==> src/rtl/wrpb_pkg.sv <==
// Shared types and constants for the weight ring percent balancer.
// No dependencies; imported by the controller, the datapath and the top level.
package wrpb_pkg;

	localparam int W_WEIGHT  = 16;
	localparam int W_LIMIT   = 7;
	localparam int W_SLOT    = 4;
	localparam int W_PCT     = 7;
	localparam int W_CUR     = 4;
	localparam int PCT_SCALE = 100;

	// commands from the controller to the datapath
	typedef struct packed {
		logic push;
		logic bal_init;
		logic sum_acc;
		logic chk;
		logic mod_step;
		logic cur_load;
		logic pct_load;
		logic div_step;
		logic emit;
		logic empty_emit;
		logic head_sub;
	} wrpb_cmd_t;

	// status from the datapath back to the controller
	typedef struct packed {
		logic fill_zero;
		logic sum_last;
		logic total_zero;
		logic mod_ge;
		logic div_last;
		logic slot_last;
		logic head_wrap2;
		logic head_ge;
	} wrpb_sts_t;

endpackage

==> src/rtl/weight_ring_percent_balancer.sv <==
// Weight ring percent balancer, top level: APB register, controller, datapath.
// Depends on wrpb_pkg, wrpb_ctrl, wrpb_dp (and wrpb_ram through it).
//
// A beat on the request side is taken at a rising edge with start high and busy
// low. A push (req_type 0) leaves busy low, so pushes go back to back. Only
// when ring_limit was lowered so far that head + 1 reaches twice the ring length
// does a push leave the head at or above the ring length; busy then stays high
// while the head is brought back into range, one ring length at a time. A
// balance (req_type 1) holds busy while it reads, then adds, each filled entry
// on the single read port of the weight RAM, runs a check step, wraps the
// cursor with at most one subtraction (the fill never shrinks, so the old cursor
// is always below the new slot count), then for each reported slot reads,
// multiplies by 100, runs the bit-serial divider and emits. An empty ring skips
// the sum. A zero total gives one beat with empty_total set and changes nothing.
// Result beats are shown for exactly one cycle with result_strobe high; the
// receiver cannot stall them, so it must take every strobed cycle. The last beat
// of a balance shows in the first cycle after busy falls. Weight entries reset
// to zero through per-entry valid bits, so no clearing pass follows reset.
// ring_limit at byte address 0 may be written only while busy is low and no
// result beat is pending.
module weight_ring_percent_balancer #(
	parameter int STORE_DEPTH = 64,
	parameter int BAR_SLOTS   = 16
) (
	input  logic                          clk,
	input  logic                          arst_n,
	// configuration
	input  logic                          psel,
	input  logic                          penable,
	input  logic                          pwrite,
	input  logic [2:0]                    paddr,
	input  logic [31:0]                   pwdata,
	output logic [31:0]                   prdata,
	output logic                          pready,
	// requests
	input  logic                          start,
	output logic                          busy,
	input  logic                          req_type,
	input  logic [31:0]                   entry_id,
	input  logic [wrpb_pkg::W_WEIGHT-1:0] entry_weight,
	// results
	output logic                          result_strobe,
	output logic [wrpb_pkg::W_SLOT-1:0]   slot_index,
	output logic [wrpb_pkg::W_PCT-1:0]    percent,
	output logic [wrpb_pkg::W_CUR-1:0]    cursor_now,
	output logic                          empty_total,
	output logic                          last
);
	import wrpb_pkg::*;

	logic [W_LIMIT-1:0] limit_q;
	logic               acc_c;
	logic               cfg_wr;
	wrpb_cmd_t          cmd;
	wrpb_sts_t          sts;
	logic               busy_c;

	// register 0 lives at byte address 0; paddr[2] set selects nothing
	assign pready = 1'b1;
	assign cfg_wr = psel & penable & pwrite & pready & ~paddr[2];
	assign prdata = paddr[2] ? 32'd0 : 32'(limit_q);

	always_ff @(posedge clk or negedge arst_n) begin
		if (!arst_n) begin
			limit_q <= '0;
		end else if (cfg_wr) begin
			limit_q <= pwdata[W_LIMIT-1:0];
		end
	end

	// entry_id: no request reads identifiers back, so they are not kept
	assign acc_c = start & ~busy_c;
	assign busy  = busy_c;

	wrpb_ctrl u_ctrl (
		.clk      (clk),
		.arst_n   (arst_n),
		.start    (acc_c),
		.req_type (req_type),
		.busy     (busy_c),
		.cmd      (cmd),
		.sts      (sts)
	);

	wrpb_dp #(
		.STORE_DEPTH (STORE_DEPTH),
		.BAR_SLOTS   (BAR_SLOTS)
	) u_dp (
		.clk           (clk),
		.arst_n        (arst_n),
		.cmd           (cmd),
		.sts           (sts),
		.ring_limit    (limit_q),
		.entry_weight  (entry_weight),
		.slot_index    (slot_index),
		.percent       (percent),
		.cursor_now    (cursor_now),
		.empty_total   (empty_total),
		.last          (last),
		.result_strobe (result_strobe)
	);

endmodule

==> src/rtl/wrpb_ram.sv <==
// Generic single-write, single-read RAM with registered read data.
// No dependencies.
module wrpb_ram #(
	parameter int WIDTH = 16,
	parameter int DEPTH = 64
) (
	input  logic                                     clk,
	input  logic                                     we,
	input  logic [((DEPTH > 1) ? $clog2(DEPTH) : 1)-1:0] waddr,
	input  logic [WIDTH-1:0]                         wdata,
	input  logic [((DEPTH > 1) ? $clog2(DEPTH) : 1)-1:0] raddr,
	output logic [WIDTH-1:0]                         rdata
);

	logic [WIDTH-1:0] mem_q [DEPTH];

	always_ff @(posedge clk) begin
		if (we) begin
			mem_q[waddr] <= wdata;
		end
		rdata <= mem_q[raddr];
	end

endmodule

==> src/rtl/wrpb_ctrl.sv <==
// Controller FSM for the balancer: sequences push, sum, cursor, divide, emit.
// Depends on wrpb_pkg.
module wrpb_ctrl (
	input  logic                clk,
	input  logic                arst_n,
	input  logic                start,
	input  logic                req_type,
	output logic                busy,
	output wrpb_pkg::wrpb_cmd_t cmd,
	input  wrpb_pkg::wrpb_sts_t sts
);
	import wrpb_pkg::*;

	localparam logic [3:0] S_IDLE    = 4'd0;
	localparam logic [3:0] S_SUM_RD  = 4'd1;
	localparam logic [3:0] S_SUM_ACC = 4'd2;
	localparam logic [3:0] S_CHECK   = 4'd3;
	localparam logic [3:0] S_MOD     = 4'd4;
	localparam logic [3:0] S_PCT_RD  = 4'd5;
	localparam logic [3:0] S_PCT_MUL = 4'd6;
	localparam logic [3:0] S_DIV     = 4'd7;
	localparam logic [3:0] S_EMIT    = 4'd8;
	localparam logic [3:0] S_EMPTY   = 4'd9;
	localparam logic [3:0] S_HFIX    = 4'd10;

	logic [3:0] state_q;
	logic [3:0] state_nx;

	assign busy = (state_q != S_IDLE);

	always_comb begin
		cmd      = '0;
		state_nx = state_q;
		case (state_q)
			S_IDLE: begin
				if (start) begin
					if (req_type) begin
						cmd.bal_init = 1'b1;
						state_nx     = sts.fill_zero ? S_CHECK : S_SUM_RD;
					end else begin
						cmd.push = 1'b1;
						if (sts.head_wrap2) begin
							state_nx = S_HFIX;
						end
					end
				end
			end
			S_SUM_RD: begin
				state_nx = S_SUM_ACC;
			end
			S_SUM_ACC: begin
				cmd.sum_acc = 1'b1;
				state_nx    = sts.sum_last ? S_CHECK : S_SUM_RD;
			end
			S_CHECK: begin
				cmd.chk  = 1'b1;
				state_nx = sts.total_zero ? S_EMPTY : S_MOD;
			end
			S_MOD: begin
				if (sts.mod_ge) begin
					cmd.mod_step = 1'b1;
				end else begin
					cmd.cur_load = 1'b1;
					state_nx     = S_PCT_RD;
				end
			end
			S_PCT_RD: begin
				state_nx = S_PCT_MUL;
			end
			S_PCT_MUL: begin
				cmd.pct_load = 1'b1;
				state_nx     = S_DIV;
			end
			S_DIV: begin
				cmd.div_step = 1'b1;
				if (sts.div_last) begin
					state_nx = S_EMIT;
				end
			end
			S_EMIT: begin
				cmd.emit = 1'b1;
				state_nx = sts.slot_last ? S_IDLE : S_PCT_RD;
			end
			S_EMPTY: begin
				cmd.empty_emit = 1'b1;
				state_nx       = S_IDLE;
			end
			S_HFIX: begin
				if (sts.head_ge) begin
					cmd.head_sub = 1'b1;
				end else begin
					state_nx = S_IDLE;
				end
			end
			default: begin
				state_nx = S_IDLE;
			end
		endcase
	end

	always_ff @(posedge clk or negedge arst_n) begin
		if (!arst_n) begin
			state_q <= S_IDLE;
		end else begin
			state_q <= state_nx;
		end
	end

endmodule

==> src/rtl/wrpb_dp.sv <==
// Datapath: weight ring, valid bits, total, cursor modulo, restoring divider.
// Depends on wrpb_pkg and wrpb_ram.
module wrpb_dp #(
	parameter int STORE_DEPTH = 64,
	parameter int BAR_SLOTS   = 16
) (
	input  logic                               clk,
	input  logic                               arst_n,
	input  wrpb_pkg::wrpb_cmd_t                cmd,
	output wrpb_pkg::wrpb_sts_t                sts,
	input  logic [wrpb_pkg::W_LIMIT-1:0]       ring_limit,
	input  logic [wrpb_pkg::W_WEIGHT-1:0]      entry_weight,
	output logic [wrpb_pkg::W_SLOT-1:0]        slot_index,
	output logic [wrpb_pkg::W_PCT-1:0]         percent,
	output logic [wrpb_pkg::W_CUR-1:0]         cursor_now,
	output logic                               empty_total,
	output logic                               last,
	output logic                               result_strobe
);
	import wrpb_pkg::*;

	localparam int IDX_W  = (STORE_DEPTH > 1) ? $clog2(STORE_DEPTH) : 1;
	localparam int CNT_W  = $clog2(STORE_DEPTH + 1);
	localparam int SUM_W  = W_WEIGHT + $clog2(STORE_DEPTH);
	localparam int BC_W   = $clog2(BAR_SLOTS + 1);
	localparam int CUR_W  = (BAR_SLOTS > 1) ? $clog2(BAR_SLOTS) : 1;
	localparam int PROD_W = W_WEIGHT + W_PCT;
	localparam int DIV_W  = (SUM_W + W_PCT - 1 > PROD_W) ? SUM_W + W_PCT - 1 : PROD_W;
	localparam int K_W    = $clog2(W_PCT);

	logic [CNT_W-1:0]       len_c;
	logic [CNT_W:0]         h1_c;
	logic [CNT_W:0]         len1_c;
	logic [CNT_W:0]         len2_c;
	logic [IDX_W-1:0]       head_nx_c;
	logic [IDX_W-1:0]       head_q;
	logic [CNT_W-1:0]       fill_q;
	logic [STORE_DEPTH-1:0] valid_q;
	logic [CUR_W-1:0]       cur_q;

	logic [CNT_W-1:0]       idx_q;
	logic [SUM_W-1:0]       total_q;
	logic [W_WEIGHT-1:0]    rd_data;
	logic                   rd_vld_q;
	logic [W_WEIGHT-1:0]    wt_c;
	logic [PROD_W-1:0]      prod_c;
	logic [CNT_W-1:0]       slots_q;
	logic [BC_W-1:0]        mod_q;
	logic [DIV_W-1:0]       rem_q;
	logic [DIV_W-1:0]       dsh_q;
	logic [W_PCT-1:0]       quo_q;
	logic [K_W-1:0]         k_q;

	// ring length in use
	always_comb begin
		if ((ring_limit == '0) || (int'(ring_limit) > STORE_DEPTH)) begin
			len_c = CNT_W'(STORE_DEPTH);
		end else begin
			len_c = CNT_W'(ring_limit);
		end
	end

	assign h1_c      = (CNT_W + 1)'(head_q) + (CNT_W + 1)'(1);
	assign len1_c    = (CNT_W + 1)'(len_c);
	assign len2_c    = {len_c, 1'b0};
	assign head_nx_c = (h1_c >= len1_c) ? IDX_W'(h1_c - len1_c) : IDX_W'(h1_c);

	assign wt_c   = rd_vld_q ? rd_data : '0;
	assign prod_c = PROD_W'(wt_c) * PROD_W'(PCT_SCALE);

	assign sts.fill_zero  = (fill_q == '0);
	assign sts.sum_last   = (idx_q == fill_q - CNT_W'(1));
	assign sts.total_zero = (total_q == '0);
	assign sts.mod_ge     = (mod_q >= BC_W'(slots_q));
	assign sts.div_last   = (k_q == '0);
	assign sts.slot_last  = (idx_q == slots_q - CNT_W'(1));
	assign sts.head_wrap2 = (h1_c >= len2_c);
	assign sts.head_ge    = (CNT_W'(head_q) >= len_c);

	wrpb_ram #(
		.WIDTH (W_WEIGHT),
		.DEPTH (STORE_DEPTH)
	) u_wt_ram (
		.clk   (clk),
		.we    (cmd.push),
		.waddr (head_q),
		.wdata (entry_weight),
		.raddr (idx_q[IDX_W-1:0]),
		.rdata (rd_data)
	);

	// ring pointers, valid bits, cursor, result strobe
	always_ff @(posedge clk or negedge arst_n) begin
		if (!arst_n) begin
			head_q        <= '0;
			fill_q        <= '0;
			valid_q       <= '0;
			cur_q         <= '0;
			result_strobe <= 1'b0;
		end else begin
			result_strobe <= cmd.emit | cmd.empty_emit;
			if (cmd.push) begin
				valid_q[head_q] <= 1'b1;
				head_q          <= head_nx_c;
				if (fill_q < len_c) begin
					fill_q <= fill_q + CNT_W'(1);
				end
			end
			if (cmd.head_sub) begin
				head_q <= head_q - IDX_W'(len_c);
			end
			if (cmd.cur_load) begin
				cur_q <= CUR_W'(mod_q);
			end
		end
	end

	// working registers of a balance
	always_ff @(posedge clk) begin
		rd_vld_q <= valid_q[idx_q[IDX_W-1:0]];
		if (cmd.bal_init) begin
			idx_q   <= '0;
			total_q <= '0;
		end
		if (cmd.sum_acc) begin
			total_q <= total_q + SUM_W'(wt_c);
			idx_q   <= idx_q + CNT_W'(1);
		end
		if (cmd.chk) begin
			idx_q <= '0;
			mod_q <= BC_W'(cur_q) + BC_W'(1);
			if (int'(fill_q) < BAR_SLOTS) begin
				slots_q <= fill_q;
			end else begin
				slots_q <= CNT_W'(BAR_SLOTS);
			end
		end
		if (cmd.mod_step) begin
			mod_q <= mod_q - BC_W'(slots_q);
		end
		if (cmd.pct_load) begin
			rem_q <= DIV_W'(prod_c);
			dsh_q <= DIV_W'(total_q) << (W_PCT - 1);
			quo_q <= '0;
			k_q   <= K_W'(W_PCT - 1);
		end
		if (cmd.div_step) begin
			if (rem_q >= dsh_q) begin
				rem_q <= rem_q - dsh_q;
				quo_q <= {quo_q[W_PCT-2:0], 1'b1};
			end else begin
				quo_q <= {quo_q[W_PCT-2:0], 1'b0};
			end
			dsh_q <= dsh_q >> 1;
			k_q   <= k_q - K_W'(1);
		end
		if (cmd.emit) begin
			slot_index  <= W_SLOT'(idx_q);
			percent     <= quo_q;
			cursor_now  <= W_CUR'(cur_q);
			empty_total <= 1'b0;
			last        <= sts.slot_last;
			idx_q       <= idx_q + CNT_W'(1);
		end
		if (cmd.empty_emit) begin
			slot_index  <= '0;
			percent     <= '0;
			cursor_now  <= W_CUR'(cur_q);
			empty_total <= 1'b1;
			last        <= 1'b1;
		end
	end

endmodule
==> config.mk <==
export PLATFORM = sky130hd
export DESIGN_NAME = weight_ring_percent_balancer
export DESIGN_NICKNAME = d
export VERILOG_FILES = /design/src/rtl/wrpb_pkg.sv /design/src/rtl/weight_ring_percent_balancer.sv /design/src/rtl/wrpb_ram.sv /design/src/rtl/wrpb_ctrl.sv /design/src/rtl/wrpb_dp.sv
export SDC_FILE = /design/constraint.sdc
export NUM_CORES = 2
export LEC_CHECK = 0
export BUFFER_PORTS_ARGS = -buffer_cell sky130_fd_sc_hd__buf_2
export CAP_MARGIN = 20
export CORE_MARGIN = 8
export CORE_UTILIZATION = 60
export CTS_CLUSTER_SIZE = 8
export DETAILED_ROUTE_END_ITERATION = 8
export HOLD_SLACK_MARGIN = 0.12
export PLACE_DENSITY = 0.77
export SETUP_SLACK_MARGIN = 0.02
export SLEW_MARGIN = 20
export SYNTH_ARGS = -nofsm -noshare
export SYNTH_HDL_FRONTEND = slang
export SYNTH_SLANG_ARGS = --single-unit
==> constraint.sdc <==
create_clock -name clk -period 5.8 [get_ports clk]
set_clock_uncertainty 0.15 [all_clocks]
set_input_delay 1.16 -clock clk [delete_from_list [all_inputs] [get_ports clk]]
set_output_delay 1.16 -clock clk [all_outputs]
set_load 0.02 [all_outputs]
### Word-level counts from Yosys, hierarchy flattened

Memory sizes are Yosys's and may differ from the RTL's. A register that Yosys moved wholly into a read port is not among the register bits.
Cells that the tools add are included.

* bits in registers: 218
* memory bits (writable): 1024
* input bits: 90
* output and inout bits: 52
* logic and storage cells: 146
* memories: 1

* add/subtract/negate cells: 12
* $mul: 1
* $lt $le $gt $ge: 11
* equal/unequal tests: 17
* multiplexer cells: 58
* bitwise gates (word level): 8
* reduce and logical (&&, ||, !) cells: 16

Memories
* u_dp.u_wt_ram.mem_q: words 64, width 16, read ports 1, clocked after memory_dff 1, write ports 1, line wrpb_ram.sv:15 `logic [WIDTH-1:0] mem_q [DEPTH];`

Operators with widths (count)
* $mux W28: 3
* $or A64 B64 Y64: 1
* $mux W7: 8
* $mux W27: 2
* $mux W22: 2
* $pmux W4 S10: 1
* $mux W4: 9
* $ge A28 B28 Y1: 1
* $sub A28 B28 Y28: 1
* $add A22 B16 Y22: 1
* $logic_not A22 Y1: 1
* $mul A16 B5 Y21 const B: 1
* $mux W6: 3
* $mux W1: 17
* $eq A4 B3 Y1 const B: 4
* $mux W16: 1
* $add A7 B1 Y7 const B: 2
* $eq A7 B7 Y1: 2
* $logic_not A7 Y1: 2
* $lt A6 B7 Y1 const B: 2
* $sub A7 B1 Y7 const B: 2
* $eq A4 B4 Y1 const B: 3
* $sub A6 B6 Y6: 2
* $mux W2: 5
* 31 further kinds: 47

### Logic depth before layout (Yosys ltp)

* depth after elaboration: 9
* mapped depth: 21
* depth with buffers taken out: 17

### By module

Synthesis repeated with hierarchy kept, for this count alone.

* cell total of the unflattened synthesis: 3394
* area total of the unflattened synthesis: 55192.9 µm²

By module, submodules not included
* wrpb_ram: instances 1, cells each 1829, area an instance 40042.2 µm², sequential area each 31069.8 µm²
* wrpb_dp: instances 1, cells each 1455, area an instance 14142.3 µm², sequential area each 5375.2 µm²
* weight_ring_percent_balancer: instances 1, cells each 51, area an instance 548.0 µm², sequential area each 175.2 µm²
* wrpb_ctrl: instances 1, cells each 59, area an instance 460.4 µm², sequential area each 100.1 µm²

### Worst setup path after synthesis

Ideal clock, no wire load.

* path kind: reg2reg
* from: reg u_dp.rd_vld_q
* to: reg u_dp.rem_q[22]
* library setup time: 0.125 ns
* arrival time: 4.257 ns
* data required time: 5.525 ns
* slack: 1.268 ns
* cell stages (with the launch flop): 20
* path buffers: 4
* clock period less this slack: 4.532 ns
* cell sequence: dfxtp_1 buf_2 buf_2 clkbuf_1 clkbuf_1 and2_1 ha_1 ha_1 ha_1 fa_1 a21o_1 a21oi_1 o21bai_1 a21oi_1 o21bai_1 a21oi_1 a21oi_1 mux2_2 o32ai_1 a21oi_1

* word-level cells in the longest chain between the ends: 5

Ends and longest elaborated chain
* start, declared: line wrpb_dp.sv:44 `logic rd_vld_q;`
* start signal, assigned: line wrpb_dp.sv:120 `rd_vld_q <= valid_q[idx_q[IDX_W-1:0]];`
* $mux W16 *: line wrpb_dp.sv:68 `assign wt_c = rd_vld_q ? rd_data : '0;`
* $mul A16 B5 Y21 *: line wrpb_dp.sv:69 `assign prod_c = PROD_W'(wt_c) * PROD_W'(PCT_SCALE);`
* $mux W28 *: line wrpb_dp.sv:141 `if (cmd.pct_load) begin`
* $mux W28: line wrpb_dp.sv:148 `if (rem_q >= dsh_q) begin`
* $mux W28 *: line wrpb_dp.sv:147 `if (cmd.div_step) begin`
* end signal, assigned: line wrpb_dp.sv:142 `rem_q <= DIV_W'(prod_c);`
* end signal, assigned: line wrpb_dp.sv:149 `rem_q <= rem_q - dsh_q;`
* end, declared: line wrpb_dp.sv:49 `logic [DIV_W-1:0] rem_q;`

Every way passes the cells marked *; elsewhere a longest branch is shown, timed or not.
A chain may end at the register's enable or synchronous reset.

### Worst setup path after layout

* from: reg u_dp.rd_vld_q
* to: reg u_dp.rem_q[21]

The elaborated chain is that of the path after synthesis.

==> flow_summary.toml <==
[critical_path]
path_class = "flip-flop to flip-flop"
crit_path_start_kind = "flip-flop"
path_max_fanout = 32
cp.required_ps = 6230
endpoint_kind = "flip-flop"
arrival_ps = 5210

[power_and_ir_drop]
p_leak_uw = 0.0216
irDropWorstVdd_uv = 436
power.density_nw_per_um2 = 484

[place]
pre_cts_ws_ps = 1020
place_congestion = 0.873
dpl.hpwl_um = 74000
portBuffers = 56

[die]
pin_count = 142
core_area_um2 = 89700
die_width_um = 316
die_area_um2 = 100000
die_h_um = 316
initial_core_util_pct = 60.3
rows = 110

[cts]
clock_sinks = 1258
clk_pin_slew_ps = 50
cts_resized = 0
cts_inserted_buffers = 176
cts-root-buf = "clkbuf_16"
cts_tree = "built"
clkLatencyLatePin_ps = 790
cts_setup_buffers = 0
cts.path.max_buffers = 3
ctsHtreeMaxLevel = 4
hold_buffers = 0

[routing]
dr_total_vias = 30400
drt_iter0_markers = 3958
routed_via_density = 6.59
ant_nets = 0
drcViolationCount = 0
routed_wl_um = 136000
drt-wirelength-per-cell_um = 29.5
dr.pass1.iters = 6

[cells_and_area]
nets = 3522
layout.area.seq_um2 = 36700
nFillCells = 5485
multi_input_comb_area_um2 = 16300
area_delta_synth_final_pct = 13.0
drive_above_1_share_pct = 23.7

[sta]
rsz0062_at_grt = "false"
fin_crit_ps = 4780
timing.final.crit_share_pct = 82.5
max_freq_mhz = 209
final-hold-violation-count = 0
fin_ws_ps = 1020
worst_slew_pin_slew_ps = 1050
fin_tns_setup_ps = 0
final-setup-viol-count = 0
slew_viol_final = 0
slew_headroom_pct = 29.8

[synthesis]
synthArstFlopShare_pct = 7.39
synth_warnings = 0
yosysUniqueCellTypes = 81
netlist_area_um2 = 54100
synth-edff-count = 1106
ys_seq_area_share_pct = 67.8
syn_inst = 3130
avgSynthCellArea_um2 = 17.3
synth.largest_area_cell = "edfxtp_1"
synthTopCellsByArea = "edfxtp_1, mux4_2, dfrtp_1"
synthFlopType = "edfxtp_1"
yosys_register_bits = 1258
synth_top_area_share_pct = 61.3

[run]
cap_violations = 0

[run_status]
outcome = "finished clean"

[global_route]
grt-ovfl-total = 0
grt.total_usage_pct = 27.4
antenna_found_initial = 7
grt_max_degree = 157
grt_pass1_wl_um = 201000
grt_pass1_vias = 31500

[hold_path]
hold_class = "primary input to async pin"
sequential cells by signal, indices dropped and copies added (netlist names), 16 cells and up:
| signal | count |
|---|---|
| u_dp.u_wt_ram.mem_q | 1024 |
| u_dp.valid_q | 64 |
| u_dp.dsh_q | 28 |
| u_dp.rem_q | 28 |
| u_dp.total_q | 22 |
| u_dp.u_wt_ram.rdata | 16 |
final timing paths:
check | cells after the start | slack [ps] | end | start
hold reg to reg | 2 | 310 | u_dp.percent[6] | u_dp.percent[6]
setup / recovery | 15 | 1020 | u_dp.rem_q[21] | u_dp.rd_vld_q
max in group asynchronous | 2 | 3890 | u_ctrl.state_q[0] | arst_n
setup reg to reg | 15 | 1020 | u_dp.rem_q[21] | u_dp.rd_vld_q
min in group clk | 2 | 310 | u_dp.percent[6] | u_dp.percent[6]
hold / removal | 1 | 190 | u_dp.valid_q[18] | arst_n
synthesized netlist by cell type (62+ instances only):
cell type,instances
o21ai_0,96
nand2_1,144
ha_1,115
clkbuf_1,109
a21oi_1,95
edfxtp_1,1106
dfrtp_1,93
mux4_2,357
inv_1,112
or2_2,70
xnor2_1,62
nor2_1,183
routing by layer:
| metal | up-vias | global-route usage, % | share of wire, % |
|---|---|---|---|
| met5 | - | 0 | 0.072 |
| met2 | 1887 | 45.4 | 50 |
| met4 | 10 | 12.2 | 4.5 |
| li1 | 12600 | - | - |
| met3 | 393 | 6.96 | 9.8 |
| met1 | 15500 | 34.3 | 36 |
metrics by stage:
step | utilization (%) | cells | power (µW) | hold slack [ps] | cell area, µm²
2_1_floorplan | - | 3156 | 17400 | 277 | 54200
3_3_place_gp | 62.4 | 4301 | 19800 | 295 | 56000
3_5_place_dp | 62.4 | 4301 | 20000 | 301 | 56000
4_1_cts | 68.1 | 4601 | 29700 | 160 | 61100
5_1_grt | 68.2 | 4601 | 30700 | 190 | 61200
6_report | 68.2 | 4604 | 29600 | 192 | 61200
cell usage in the layout (no fill, tap or decap), drive strengths merged, types with 13 or more instances in the layout:
cell / instances
a21oi: 95
nand2b: 21
nand4: 19
a21o: 39
conb: 28
nand3: 34
mux2: 13
dfxtp: 59
and3: 20
fa: 14
and2: 29
mux4: 357
xnor2: 62
o21a: 13
ha: 115
clkbuf: 288
or2: 70
mux2i: 13
nand2: 144
nor2: 183
inv: 115
buf: 153
nor3: 19
dfrtp: 93
xor2: 55
nor2b: 25
edfxtp: 1106
o21ai: 97
cell families after synthesis:
| group | synth area share (%) |
|---|---|
| AOI/OAI and AO/OA | 3.96 |
| xor gates and xnor gates | 1.89 |
| adders and majority gates | 3.23 |
| buffers and inverters | 2.29 |
| DFF | 67.8 |
| muxes | 15.4 |
| other | 0.0139 |
| and+or+nand+nor | 5.42 |
area by class of cell:
cell class | count | share of cell area, %
clock buffers | 288 | 7.99
inverters | 112 | 0.687
flip-flops and latches | 1258 | 60.0
clock inverters | 12 | 0.382
diodes | 3 | 0.0123
well taps | 1176 | 2.40
multi-input cells | 1602 | 26.7
repair buffers | 153 | 1.84
worst max-delay path, cell delays in order, from the launching register on:
cell and delay (ps):
dfxtp_1 890, and2_1 330, ha_1 190, ha_1 230, ha_1 340, ha_1 310, a21o_1 180, a21oi_1 210
o21bai_1 120, a2111oi_0 740, o41a_1 290, o21a_1 150, a21oi_1 70, nor2_1 110, xor2_1 190, o221ai_1 130
report_power, final:
group	switching [µW]	internal, µW	leakage (µW)
Clock	3860	5710	0.00243
Sequential	716	10500	0.0117
Combinational	4780	4020	0.00749
Total	9360	20300	0.0216
(Power assumes the default switching activity.)
